$ cat src/sv/cmfs_pkg.sv
// ----------------------------------------------------------------------------
// cmfs_pkg
// Shared types and face codes for the cube map face and uv select unit.
// ----------------------------------------------------------------------------
`default_nettype none

package cmfs_pkg;

  localparam int FACE_W = 3;

  typedef logic [FACE_W-1:0] face_t;

  // face codes in selection priority order
  localparam face_t FACE_POS_Z = 3'd0;
  localparam face_t FACE_NEG_Z = 3'd1;
  localparam face_t FACE_NEG_X = 3'd2;
  localparam face_t FACE_POS_X = 3'd3;
  localparam face_t FACE_POS_Y = 3'd4;
  localparam face_t FACE_NEG_Y = 3'd5;

  // side-band status that rides along the divider stages
  typedef struct packed {
    face_t face;
    logic  zero;
    logic  sat_u;
    logic  sat_v;
  } side_t;

endpackage

`default_nettype wire

$ cat src/sv/cmfs_dir_if.sv
// ----------------------------------------------------------------------------
// cmfs_dir_if
// Valid/ready channel carrying one signed direction request.
// ----------------------------------------------------------------------------
`default_nettype none

interface cmfs_dir_if #(
  parameter int COMP_WIDTH = 16
);
  logic                         valid;
  logic                         ready;
  logic signed [COMP_WIDTH-1:0] dir_x;
  logic signed [COMP_WIDTH-1:0] dir_y;
  logic signed [COMP_WIDTH-1:0] dir_z;

  modport source (output valid, output dir_x, output dir_y, output dir_z, input ready);
  modport sink   (input valid, input dir_x, input dir_y, input dir_z, output ready);
endinterface

`default_nettype wire

$ cat src/sv/cmfs_res_if.sv
// ----------------------------------------------------------------------------
// cmfs_res_if
// Valid/ready channel carrying one face and uv result request.
// ----------------------------------------------------------------------------
`default_nettype none

interface cmfs_res_if #(
  parameter int UV_FRAC_BITS = 16
);
  logic                    valid;
  logic                    ready;
  logic [2:0]              face_index;
  logic [UV_FRAC_BITS-1:0] tex_u;
  logic [UV_FRAC_BITS-1:0] tex_v;
  logic                    zero_direction;

  modport source (output valid, output face_index, output tex_u, output tex_v,
                  output zero_direction, input ready);
  modport sink   (input valid, input face_index, input tex_u, input tex_v,
                  input zero_direction, output ready);
endinterface

`default_nettype wire

$ cat src/sv/cmfs_select.sv
// ----------------------------------------------------------------------------
// cmfs_select
// Two pipeline stages: major axis and face pick, then divider operand setup.
// ----------------------------------------------------------------------------
`default_nettype none

module cmfs_select
  import cmfs_pkg::*;
#(
  parameter int COMP_WIDTH = 16
) (
  input  wire logic                         clk,
  input  wire logic                         rst,
  input  wire logic                         in_valid,
  input  wire logic                         en_a,
  input  wire logic                         en_b,
  input  wire logic signed [COMP_WIDTH-1:0] dir_x,
  input  wire logic signed [COMP_WIDTH-1:0] dir_y,
  input  wire logic signed [COMP_WIDTH-1:0] dir_z,
  output logic                              vld_a,
  output logic                              vld_b,
  output logic [COMP_WIDTH:0]               rem_u,
  output logic [COMP_WIDTH:0]               rem_v,
  output logic [COMP_WIDTH:0]               den,
  output side_t                             side
);

  localparam int CW = COMP_WIDTH;
  localparam int NW = COMP_WIDTH + 1;

  logic [CW-1:0]        ax, ay, az;
  logic                 z_major, x_major;
  logic signed [NW-1:0] xe, ye, ze;
  face_t                face_next;
  logic [CW-1:0]        m_next;
  logic signed [NW-1:0] nu_next, nv_next;
  logic                 zero_next;

  face_t                a_face;
  logic                 a_zero;
  logic [CW-1:0]        a_m;
  logic signed [NW-1:0] a_nu, a_nv;

  logic [NW-1:0]        sum_u, sum_v;
  logic                 sat_u_next, sat_v_next;

  // magnitudes, the most negative value maps to 2^(CW-1) unsigned
  always_comb begin
    ax = dir_x[CW-1] ? (~dir_x + 1'b1) : dir_x;
    ay = dir_y[CW-1] ? (~dir_y + 1'b1) : dir_y;
    az = dir_z[CW-1] ? (~dir_z + 1'b1) : dir_z;
    xe = {dir_x[CW-1], dir_x};
    ye = {dir_y[CW-1], dir_y};
    ze = {dir_z[CW-1], dir_z};
  end

  // face pick, ties favor z over x over y, and positive z / negative x first
  always_comb begin
    z_major   = (az >= ax) && (az >= ay);
    x_major   = !z_major && (ax >= ay);
    zero_next = (dir_x == '0) && (dir_y == '0) && (dir_z == '0);
    if (z_major) begin
      m_next = az;
      face_next = (!dir_z[CW-1] && (dir_z != '0)) ? FACE_POS_Z : FACE_NEG_Z;
    end else if (x_major) begin
      m_next = ax;
      face_next = dir_x[CW-1] ? FACE_NEG_X : FACE_POS_X;
    end else begin
      m_next = ay;
      face_next = (!dir_y[CW-1] && (dir_y != '0)) ? FACE_POS_Y : FACE_NEG_Y;
    end
    case (face_next)
      FACE_POS_Z: begin nu_next = xe;  nv_next = -ye; end
      FACE_NEG_Z: begin nu_next = -xe; nv_next = -ye; end
      FACE_NEG_X: begin nu_next = ze;  nv_next = -ye; end
      FACE_POS_X: begin nu_next = -ze; nv_next = -ye; end
      FACE_POS_Y: begin nu_next = xe;  nv_next = ze;  end
      default:    begin nu_next = xe;  nv_next = -ze; end
    endcase
  end

  // stage a valid
  always_ff @(posedge clk) begin
    if (rst) begin
      vld_a <= 1'b0;
    end else if (en_a) begin
      vld_a <= in_valid;
    end
  end

  // stage a payload
  always_ff @(posedge clk) begin
    if (en_a) begin
      a_face <= face_next;
      a_zero <= zero_next;
      a_m    <= m_next;
      a_nu   <= nu_next;
      a_nv   <= nv_next;
    end
  end

  // numerator n + m lies in [0, 2m], a full ratio of one saturates
  always_comb begin
    sum_u      = a_nu + {1'b0, a_m};
    sum_v      = a_nv + {1'b0, a_m};
    sat_u_next = (a_nu == {1'b0, a_m});
    sat_v_next = (a_nv == {1'b0, a_m});
  end

  // stage b valid
  always_ff @(posedge clk) begin
    if (rst) begin
      vld_b <= 1'b0;
    end else if (en_b) begin
      vld_b <= vld_a;
    end
  end

  // stage b payload
  always_ff @(posedge clk) begin
    if (en_b) begin
      rem_u      <= sat_u_next ? '0 : sum_u;
      rem_v      <= sat_v_next ? '0 : sum_v;
      den        <= {a_m, 1'b0};
      side.face  <= a_face;
      side.zero  <= a_zero;
      side.sat_u <= sat_u_next;
      side.sat_v <= sat_v_next;
    end
  end

endmodule

`default_nettype wire

$ cat src/sv/cmfs_div_step.sv
// ----------------------------------------------------------------------------
// cmfs_div_step
// One registered restoring division step producing a quotient bit for u and v.
// ----------------------------------------------------------------------------
`default_nettype none

module cmfs_div_step
  import cmfs_pkg::*;
#(
  parameter int COMP_WIDTH   = 16,
  parameter int UV_FRAC_BITS = 16
) (
  input  wire logic                    clk,
  input  wire logic                    rst,
  input  wire logic                    in_valid,
  input  wire logic                    en,
  input  wire logic [COMP_WIDTH:0]     rem_u_in,
  input  wire logic [COMP_WIDTH:0]     rem_v_in,
  input  wire logic [UV_FRAC_BITS-1:0] quo_u_in,
  input  wire logic [UV_FRAC_BITS-1:0] quo_v_in,
  input  wire logic [COMP_WIDTH:0]     den_in,
  input  wire side_t                   side_in,
  output logic                         vld,
  output logic [COMP_WIDTH:0]          rem_u,
  output logic [COMP_WIDTH:0]          rem_v,
  output logic [UV_FRAC_BITS-1:0]      quo_u,
  output logic [UV_FRAC_BITS-1:0]      quo_v,
  output logic [COMP_WIDTH:0]          den,
  output side_t                        side
);

  localparam int NW = COMP_WIDTH + 1;
  localparam int QW = UV_FRAC_BITS;

  logic [NW:0]   tu, tv, du, dv;
  logic          ge_u, ge_v;
  logic [NW-1:0] rem_u_next, rem_v_next;

  // shift remainder, compare against divisor, subtract when it fits
  always_comb begin
    tu         = {rem_u_in, 1'b0};
    tv         = {rem_v_in, 1'b0};
    du         = tu - {1'b0, den_in};
    dv         = tv - {1'b0, den_in};
    ge_u       = tu >= {1'b0, den_in};
    ge_v       = tv >= {1'b0, den_in};
    rem_u_next = ge_u ? du[NW-1:0] : tu[NW-1:0];
    rem_v_next = ge_v ? dv[NW-1:0] : tv[NW-1:0];
  end

  // valid
  always_ff @(posedge clk) begin
    if (rst) begin
      vld <= 1'b0;
    end else if (en) begin
      vld <= in_valid;
    end
  end

  // payload
  always_ff @(posedge clk) begin
    if (en) begin
      rem_u <= rem_u_next;
      rem_v <= rem_v_next;
      quo_u <= {quo_u_in[QW-2:0], ge_u};
      quo_v <= {quo_v_in[QW-2:0], ge_v};
      den   <= den_in;
      side  <= side_in;
    end
  end

endmodule

`default_nettype wire

$ cat src/sv/cube_map_face_uv_select_unit.sv
// ----------------------------------------------------------------------------
// cube_map_face_uv_select_unit
// Picks the cube map face of a direction and its u, v face coordinates.
// ----------------------------------------------------------------------------
// usage
//   dir  : sink channel, one signed direction (dir_x, dir_y, dir_z) per request
//   res  : source channel, face_index, tex_u, tex_v and zero_direction
//   throughput: one request per cycle, every cycle, as long as res is drained
//   stages from accept to res.valid, in order:
//     one stage picks the major axis and face, one forms the divider operands,
//     UV_FRAC_BITS stages each produce one quotient bit of u and of v, and a
//     final output register applies saturation and the zero direction case
//   every stage carries its own valid bit and holds only when the stage
//   after it is full and held, so empty slots are filled even while a
//   result waits on res; dir.ready drops only once the whole pipe is full
//   and res.ready is low, and no request is lost or repeated on a stall
//   reset (rst, synchronous) clears every valid bit; only payload data survives
// ----------------------------------------------------------------------------
`default_nettype none

module cube_map_face_uv_select_unit
  import cmfs_pkg::*;
#(
  parameter int COMP_WIDTH   = 16,
  parameter int UV_FRAC_BITS = 16
) (
  input wire logic clk,
  input wire logic rst,
  cmfs_dir_if.sink dir,
  cmfs_res_if.source res
);

  localparam int NW       = COMP_WIDTH + 1;
  localparam int QW       = UV_FRAC_BITS;
  localparam int NSTG     = UV_FRAC_BITS + 3;
  localparam int STG_OUT  = NSTG - 1;

  logic [NSTG-1:0] vld;
  logic [NSTG-1:0] en;

  logic [NW-1:0] rem_u [QW+1];
  logic [NW-1:0] rem_v [QW+1];
  logic [NW-1:0] den   [QW+1];
  logic [QW-1:0] quo_u [QW+1];
  logic [QW-1:0] quo_v [QW+1];
  side_t         side  [QW+1];

  logic          out_vld;
  face_t         out_face;
  logic [QW-1:0] out_u;
  logic [QW-1:0] out_v;
  logic          out_zero;

  // stall chain, a stage moves when it is empty or the next one moves
  assign en[STG_OUT] = !vld[STG_OUT] || res.ready;
  for (genvar k = 0; k < STG_OUT; k++) begin : g_en
    assign en[k] = !vld[k] || en[k+1];
  end

  assign dir.ready = en[0];

  // face pick and operand setup
  cmfs_select #(
    .COMP_WIDTH(COMP_WIDTH)
  ) u_select (
    .clk      (clk),
    .rst      (rst),
    .in_valid (dir.valid),
    .en_a     (en[0]),
    .en_b     (en[1]),
    .dir_x    (dir.dir_x),
    .dir_y    (dir.dir_y),
    .dir_z    (dir.dir_z),
    .vld_a    (vld[0]),
    .vld_b    (vld[1]),
    .rem_u    (rem_u[0]),
    .rem_v    (rem_v[0]),
    .den      (den[0]),
    .side     (side[0])
  );

  assign quo_u[0] = '0;
  assign quo_v[0] = '0;

  // divider, one quotient bit per stage
  for (genvar i = 0; i < QW; i++) begin : g_div
    cmfs_div_step #(
      .COMP_WIDTH   (COMP_WIDTH),
      .UV_FRAC_BITS (UV_FRAC_BITS)
    ) u_step (
      .clk      (clk),
      .rst      (rst),
      .in_valid (vld[i+1]),
      .en       (en[i+2]),
      .rem_u_in (rem_u[i]),
      .rem_v_in (rem_v[i]),
      .quo_u_in (quo_u[i]),
      .quo_v_in (quo_v[i]),
      .den_in   (den[i]),
      .side_in  (side[i]),
      .vld      (vld[i+2]),
      .rem_u    (rem_u[i+1]),
      .rem_v    (rem_v[i+1]),
      .quo_u    (quo_u[i+1]),
      .quo_v    (quo_v[i+1]),
      .den      (den[i+1]),
      .side     (side[i+1])
    );
  end

  // output register valid
  always_ff @(posedge clk) begin
    if (rst) begin
      out_vld <= 1'b0;
    end else if (en[STG_OUT]) begin
      out_vld <= vld[STG_OUT-1];
    end
  end

  assign vld[STG_OUT] = out_vld;

  // output register payload, saturation and zero direction override
  always_ff @(posedge clk) begin
    if (en[STG_OUT]) begin
      out_zero <= side[QW].zero;
      if (side[QW].zero) begin
        out_face <= FACE_POS_Z;
        out_u    <= '0;
        out_v    <= '0;
      end else begin
        out_face <= side[QW].face;
        out_u    <= side[QW].sat_u ? '1 : quo_u[QW];
        out_v    <= side[QW].sat_v ? '1 : quo_v[QW];
      end
    end
  end

  assign res.valid          = out_vld;
  assign res.face_index     = out_face;
  assign res.tex_u          = out_u;
  assign res.tex_v          = out_v;
  assign res.zero_direction = out_zero;

endmodule

`default_nettype wire

$ cat src/flat_wrapper.sv
// flat-port wrapper written by rule: the top's interface ports become plain ports
module cube_map_face_uv_select_unit_flat import cmfs_pkg::*;
#(
  parameter int COMP_WIDTH   = 16,
  parameter int UV_FRAC_BITS = 16
)
  (clk, rst, dir_valid, dir_dir_x, dir_dir_y, dir_dir_z, dir_ready, res_valid, res_face_index, res_tex_u, res_tex_v, res_zero_direction, res_ready);
  cmfs_dir_if #(.COMP_WIDTH(COMP_WIDTH)) dir_i ();
  cmfs_res_if #(.UV_FRAC_BITS(UV_FRAC_BITS)) res_i ();
  input wire logic clk;
  input wire logic rst;
  input wire logic [$bits(dir_i.valid)-1:0] dir_valid;
  input wire logic [$bits(dir_i.dir_x)-1:0] dir_dir_x;
  input wire logic [$bits(dir_i.dir_y)-1:0] dir_dir_y;
  input wire logic [$bits(dir_i.dir_z)-1:0] dir_dir_z;
  output wire logic [$bits(dir_i.ready)-1:0] dir_ready;
  output wire logic [$bits(res_i.valid)-1:0] res_valid;
  output wire logic [$bits(res_i.face_index)-1:0] res_face_index;
  output wire logic [$bits(res_i.tex_u)-1:0] res_tex_u;
  output wire logic [$bits(res_i.tex_v)-1:0] res_tex_v;
  output wire logic [$bits(res_i.zero_direction)-1:0] res_zero_direction;
  input wire logic [$bits(res_i.ready)-1:0] res_ready;
  assign dir_i.valid = dir_valid;
  assign dir_i.dir_x = dir_dir_x;
  assign dir_i.dir_y = dir_dir_y;
  assign dir_i.dir_z = dir_dir_z;
  assign dir_ready = dir_i.ready;
  assign res_valid = res_i.valid;
  assign res_face_index = res_i.face_index;
  assign res_tex_u = res_i.tex_u;
  assign res_tex_v = res_i.tex_v;
  assign res_zero_direction = res_i.zero_direction;
  assign res_i.ready = res_ready;
  cube_map_face_uv_select_unit #(.COMP_WIDTH(COMP_WIDTH), .UV_FRAC_BITS(UV_FRAC_BITS)) u_core (.clk(clk), .rst(rst), .dir(dir_i), .res(res_i));
endmodule
$ cat config.mk
export PLATFORM = sky130hd
export DESIGN_NAME = cube_map_face_uv_select_unit_flat
export DESIGN_NICKNAME = d
export VERILOG_FILES = /design/src/sv/cmfs_pkg.sv /design/src/sv/cmfs_dir_if.sv /design/src/sv/cmfs_res_if.sv /design/src/sv/cmfs_select.sv /design/src/sv/cmfs_div_step.sv /design/src/sv/cube_map_face_uv_select_unit.sv /design/src/flat_wrapper.sv
export SDC_FILE = /design/constraint.sdc
export NUM_CORES = 2
export LEC_CHECK = 0
export BUFFER_PORTS_ARGS = -buffer_cell sky130_fd_sc_hd__buf_2
export CORE_MARGIN = 5
export CORE_UTILIZATION = 43
export CTS_BUF_LIST = sky130_fd_sc_hd__clkbuf_8 sky130_fd_sc_hd__clkbuf_16
export CTS_CLUSTER_DIAMETER = 80
export DETAILED_ROUTE_END_ITERATION = 10
export GPL_ROUTABILITY_DRIVEN = 0
export GPL_TIMING_DRIVEN = 0
export HOLD_SLACK_MARGIN = 0.05
export SLEW_MARGIN = 20
export SYNTH_ARGS = -nofsm -noshare
export SYNTH_HDL_FRONTEND = slang
export SYNTH_SLANG_ARGS = --single-unit
$ cat constraint.sdc
create_clock -name clk -period 8.7 [get_ports clk]
set_input_delay 0.435 -clock clk [delete_from_list [all_inputs] [get_ports clk]]
set_output_delay 0.435 -clock clk [all_outputs]
set_load 0.01 [all_outputs]
## Yosys cells after proc, flatten, opt, wreduce, memory -nomap -nowiden

Cells that the tools add are included.

- Register bits: 1283
- Latch bits: 0
- RAM bits: 0
- Memory bits (read-only): 0
- Output and inout port bits: 38
- Memories: 0

- Add/subtract/negate cells: 38
- Multiply operators: 0
- Div/mod/pow operators: 0
- Order comparisons: 35
- Equality and inequality tests: 6
- Shift-type cells: 0
- Muxes and demuxes: 44
- Bitwise gates (word level): 3
- Reductions and logical operators: 54

Operators by type and width:

| cell | count |
|---|---|
| >= comparator 18 x 17 -> 1 bit | 32 |
| two-way mux 17 bit | 30 |
| subtractor 17 bit | 30 |
| two-way mux 16 bit | 7 |
| negator 16 -> 17 bit | 3 |
| one-hot mux 17 bit (3 select lines) | 1 |
| adder 16 x 1 -> 16 bit, second input constant | 3 |
| >= comparator 16 bit | 3 |
| zero test 16 bit | 3 |
| NOT 16 bit | 3 |
| adder 17 x 16 -> 17 bit | 2 |
| equality test 17 x 16 -> 1 bit | 2 |
| one-hot mux 17 bit (2 select lines) | 1 |
| nonzero test 16 bit | 2 |
| zero test 1 bit | 22 |
| logical OR 1 bit | 19 |
| equality test 3 x 2 -> 1 bit, second input constant | 2 |
| logical AND 1 bit | 6 |
| two-way mux 3 bit | 2 |
| OR reduction 4 bit | 1 |
| equality test 3 x 1 -> 1 bit, second input constant | 1 |
| equality test 3 bit, second input constant | 1 |
| zero test 3 bit | 1 |
| two-way mux 1 bit | 3 |

## Depth between registers and ports, before layout

- Word-level depth: 20
- Mapped depth: 21

## Cells and area by module

From an unflattened synthesis, not the netlist that was laid out.

- Cell total of the unflattened synthesis: 7585
- Area total of the unflattened synthesis: 92347.3 µm²

By module, submodules not included:

| module | times used | cells each | area each (µm²) |
|---|---|---|---|
| cmfs_div_step | 16 | 409 | 5116.2 |
| cmfs_select | 1 | 893 | 8881.0 |
| cube_map_face_uv_select_unit | 1 | 148 | 1607.8 |

## Worst setup path before layout

OpenSTA, ideal clock, no wires.

- Kind: in2reg
- Start: input port res_ready
- End: register u_core.u_select.a_face[0], enable pin
- Library setup time: 0.796 ns
- Arrival: 6.767 ns
- Data required time: 7.904 ns
- Setup slack: 1.137 ns
- Stages on the path: 9
- Buffers on the path: 0
- Cell sequence: nor2b_1 inv_1 nor2_1 and2_1 inv_1 nor3_1 nand3_1 nor2_1 nand3_1

- Longest elaborated chain between the ends: 19

Ends and longest elaborated chain:

| item | RTL line | source |
|---|---|---|
| start: declaration | flat_wrapper.sv:22 | `input wire logic [$bits(res_i.ready)-1:0] res_ready;` |
| logical OR 1 bit | cube_map_face_uv_select_unit.sv:55 | `assign en[STG_OUT] = !vld[STG_OUT] \|\| res.ready;` |
| named net u_core.en[18] | cube_map_face_uv_select_unit.sv:39 | `logic [NSTG-1:0] en;` |
| logical OR 1 bit (5 in series) | cube_map_face_uv_select_unit.sv:57 | `assign en[k] = !vld[k] \|\| en[k+1];` |
| named net u_core.en[13] | cube_map_face_uv_select_unit.sv:39 |  |
| logical OR 1 bit (10 in series) | cube_map_face_uv_select_unit.sv:57 |  |
| named net u_core.en[3] | cube_map_face_uv_select_unit.sv:39 |  |
| logical OR 1 bit (3 in series) | cube_map_face_uv_select_unit.sv:57 |  |
| named net dir_ready | flat_wrapper.sv:16 | `output wire logic [$bits(dir_i.ready)-1:0] dir_ready;` |
| end signal: assignment | cmfs_select.sv:94 | `a_face <= face_next;` |
| end: declaration | cmfs_select.sv:39 | `face_t a_face;` |

The timed path passes the listed nets, and every way through them passes these cells.
A chain may end at the register's enable or synchronous reset.

## Worst setup path after layout

- Start: register u_core.out_vld, in the netlist u_core.res.valid
- End: output port dir_ready

- Longest elaborated chain between the ends: 20

Ends and longest elaborated chain:

| item | RTL line | source |
|---|---|---|
| start: declaration | cube_map_face_uv_select_unit.sv:48 | `logic out_vld;` |
| start signal: assignment | cube_map_face_uv_select_unit.sv:116 | `out_vld <= vld[STG_OUT-1];` |
| zero test 1 bit | cube_map_face_uv_select_unit.sv:55 |  |
| logical OR 1 bit | cube_map_face_uv_select_unit.sv:55 |  |
| named net u_core.en[18] | cube_map_face_uv_select_unit.sv:39 |  |
| logical OR 1 bit (5 in series) | cube_map_face_uv_select_unit.sv:57 |  |
| named net u_core.en[13] | cube_map_face_uv_select_unit.sv:39 |  |
| logical OR 1 bit (10 in series) | cube_map_face_uv_select_unit.sv:57 |  |
| named net u_core.en[3] | cube_map_face_uv_select_unit.sv:39 |  |
| logical OR 1 bit (3 in series) | cube_map_face_uv_select_unit.sv:57 |  |
| end: declaration | flat_wrapper.sv:16 |  |

The timed path passes the listed nets, and every way through them passes these cells.

==> flow_metrics.py <==
metrics = {
    "worst_hold_path": {
        "min_from": "dir_dir_x[8]",
        "hold_end": "u_core.u_select.a_nu[8]$_DFFE_PP_",
        "hp-class": "input port to flip-flop",
        "min_path_cells": 2,
    },
    "detailed_routing": {
        "wl_met1_mm": 75.8,
        "met2_length_mm": 78.7,
        "highest_layer": "met5",
        "drc": 0,
        "wirelength_mm": 167,
        "drtPass1Iterations": 7,
        "wl_per_cell_um": 20.0,
        "vias": 45300,
        "drtAntennaViolNets": 0,
        "route.met3.wl_mm": 7.23,
        "dr.first_iter.drc_count": 3746,
        "vias_per_cell": 5.44,
    },
    "cts": {
        "cts_buffer_depth": 3,
        "numCtsBuffers": 140,
        "ctsResizeCount": 0,
        "clock-sinks": 1253,
        "tritoncts": "built",
        "clk_pin_slew_ns": 0.06,
        "cts_htree_levels": 4,
        "insertion_delay_ns": 0.78,
        "root_buffer": "clkbuf_16",
    },
    "yosys": {
        "syn_inst": 5819,
        "synthTopCellsByArea": "edfxtp_1, ha_1, mux2_2",
        "synth_edf_count": 1234,
        "synth.avg_cell_area_sq_um": 12.0,
        "synth_top_flop_cell": "edfxtp_1",
        "synth_fp_nets": 6495,
        "synth.largest_area_cell": "edfxtp_1",
        "ys_seq_elements": 1253,
        "ys_seq_area_share_pct": 53.4,
        "netlist.area_leader.share_pct": 52.8,
        "yosysWarnings": 0,
        "synth_area_sq_um": 70100,
        "ys_types": 90,
        "async_flop_share_pct": 0,
    },
    "sta": {
        "finalHoldViolations": 0,
        "slew_headroom_pct": 32.0,
        "finClkSkew_ns": 0.0388,
        "finalCriticalPeriod_ns": 5.50,
        "whs_ns": 0.115,
        "fin_crit_sh_pct": 63.2,
        "setup_tns_ns": 0,
        "setup_viol": 0,
        "slew_viol_final": 0,
        "rsz0062_at_grt": "no",
        "max_freq_mhz": 182,
        "worstMarginPinSlew_ns": 1.02,
    },
    "critical_path": {
        "crit_required_ns": 8.27,
        "crit_arrival_ns": 5.06,
        "crit_chain": "nor2b_1 -> inv_2 -> nor2_1 -> and2_1 -> inv_4 -> nor3_2 -> nand3_4 -> buf_16 -> nor2_1 -> nand3_4 -> buf_12 -> buf_2",
        "ff2ff_path_depth": 10,
        "end_kind": "output port",
        "path_class": "flip-flop to output port",
        "reg2reg_from": "u_core.res.valid$_SDFFE_PP0P_",
        "critPathSlowestCell": "nor3_2",
        "path_max_fanout": 49,
        "crit_path_start_kind": "flip-flop",
        "reg2reg_to": "u_core.u_select.rem_u[9]$_SDFFCE_PP0P_",
        "max_stage_delay_ns": 0.58,
        "worst-r2r-setup-slack_ns": 4.27,
    },
    "die": {
        "die_w_um": 414,
        "ios": 90,
        "start_util_pct": 43.2,
        "die-height_um": 414,
        "num_rows": 148,
        "core_sq_um": 162000,
        "die_area_sq_um": 171000,
    },
    "layout": {
        "final_common_cell": "edfxtp_1",
        "area_delta_synth_final_pct": 11.7,
        "instances_no_fill": 8340,
        "nNetsFinal": 6733,
        "layout_common_cells": "edfxtp_1, ha_1, inv_1, nor2_1, mux2_2",
        "final_area_sq_um": 78300,
        "drive_gt1_share_pct": 12.5,
    },
    "job": {
        "maxCapViolCount": 0,
    },
    "global_routing": {
        "grt_util_all_layers_pct": 19.3,
        "grt_max_degree": 63,
        "antenna_found_initial": 5,
        "grt_pass1_vias": 43900,
        "grt_pass1_wl_mm": 255,
        "overflow": 0,
    },
    "placement": {
        "dp_hpwl_mm": 131,
        "dp.cells": 8086,
        "place_area_sq_um": 73800,
        "portBuffers": 75,
    },
    "run_status": {
        "status": "completed",
    },
}
## kinds of logic (layout without fill, tap and decap cells)
family          count (synthesis)  in the layout  synth area share (%)
flops                        1253           1253                  53.4
fa+ha+maj                     625            625                  11.5
other cells                     0              3                     0
xor+xnor                      432            432                  5.40
simple gates                 1468           1468                  10.3
buf+inv                       595            938                  3.34
compound gates               1035           1035                  9.59
mux                           411            411                  6.49
## routing by layer
layer | track usage (%) | up-vias
met5 | 0 | -
met4 | 6.54 | 2
met3 | 2.66 | 283
met2 | 32.1 | 1143
met1 | 25.9 | 21800
li1 | - | 22100
## how the worst max path moves through the flow
stage                                          endpoint  cells past startpoint                           from  slack, ns
floorplan           u_core.u_select.a_face[0]$_DFFE_PP_                      9                      res_ready       1.14
global placement                              dir_ready                     11                      res_ready      -2.42
detailed placement   u_core.u_select.a_nv[15]$_DFFE_PP_                     18                   dir_dir_y[0]       3.15
CTS                                           dir_ready                     12  u_core.res.valid$_SDFFE_PP0P_       2.73
global route                                  dir_ready                     12  u_core.res.valid$_SDFFE_PP0P_       2.73
finish                                        dir_ready                     12  u_core.res.valid$_SDFFE_PP0P_       3.20
## worst max-delay path, delay by kind of cell, from the launching register on
kind	cells	cell delay (ns)
and+or+nand+nor	7	2.73
buffers and inverters	5	1.11
DFF	1	0.33
## sequential cells by signal, summed over array words and instances (netlist names), 17 cells and up
name,count
u_core.u_select.rem_u,17
u_core.g_div.u_step.den,240
u_core.g_div.u_step.rem_v,240
u_core.g_div.u_step.rem_u,240
u_core.g_div.u_step.side,96
u_core.u_select.a_nv,17
u_core.u_select.a_nu,17
u_core.g_div.u_step.quo_u,136
u_core.g_div.u_step.quo_v,136
u_core.u_select.rem_v,17
## Yosys cell counts (23+ instances only)
master and instances:
fa_1 32, or3_1 28, o21ai_0 224, inv_1 487, nor3_1 153, clkbuf_1 51, nand4_1 147, nor2b_1 107
xor2_1 110, nand3_1 59, nor4_1 51, o21a_1 79, o21bai_1 23, nand2_1 221, a31oi_1 60, buf_2 40
mux2_2 347, xnor2_1 322, a21o_1 82, o41ai_1 30, edfxtp_1 1234, nor2_1 510, or4_1 27, a21boi_0 38
mux2i_1 64, a21oi_1 315, nand2b_1 79, ha_1 592
## what timing repair did
item	CTS	global route
hold buffers	4	0
endpoints found under the hold margin	5	0
buffers inserted	0	0
## cell type report
cell class                 instances  area, sq um
fill                           14400        84100
sequential                      1253        37400
multi-input combinational       3971        30400
clock buffer                     146         3620
tap                             2175         2720
inverter                         488         1850
clock inverter                   101          867
timing repair buffer              96          853
buffer                           107          512
antenna                            3         7.51
## through the flow
step / utilization, % / setup WS [ns]
2_1_floorplan: - / 1.14
3_3_place_gp: 45.1 / -2.42
3_5_place_dp: 45.4 / 3.15
4_1_cts: 48.2 / 2.73
5_1_grt: 48.2 / 2.73
6_report: 48.2 / 3.20
Power is not shown: default switching activity piles up to over one toggle a cycle in this logic, so the estimate is an artifact.
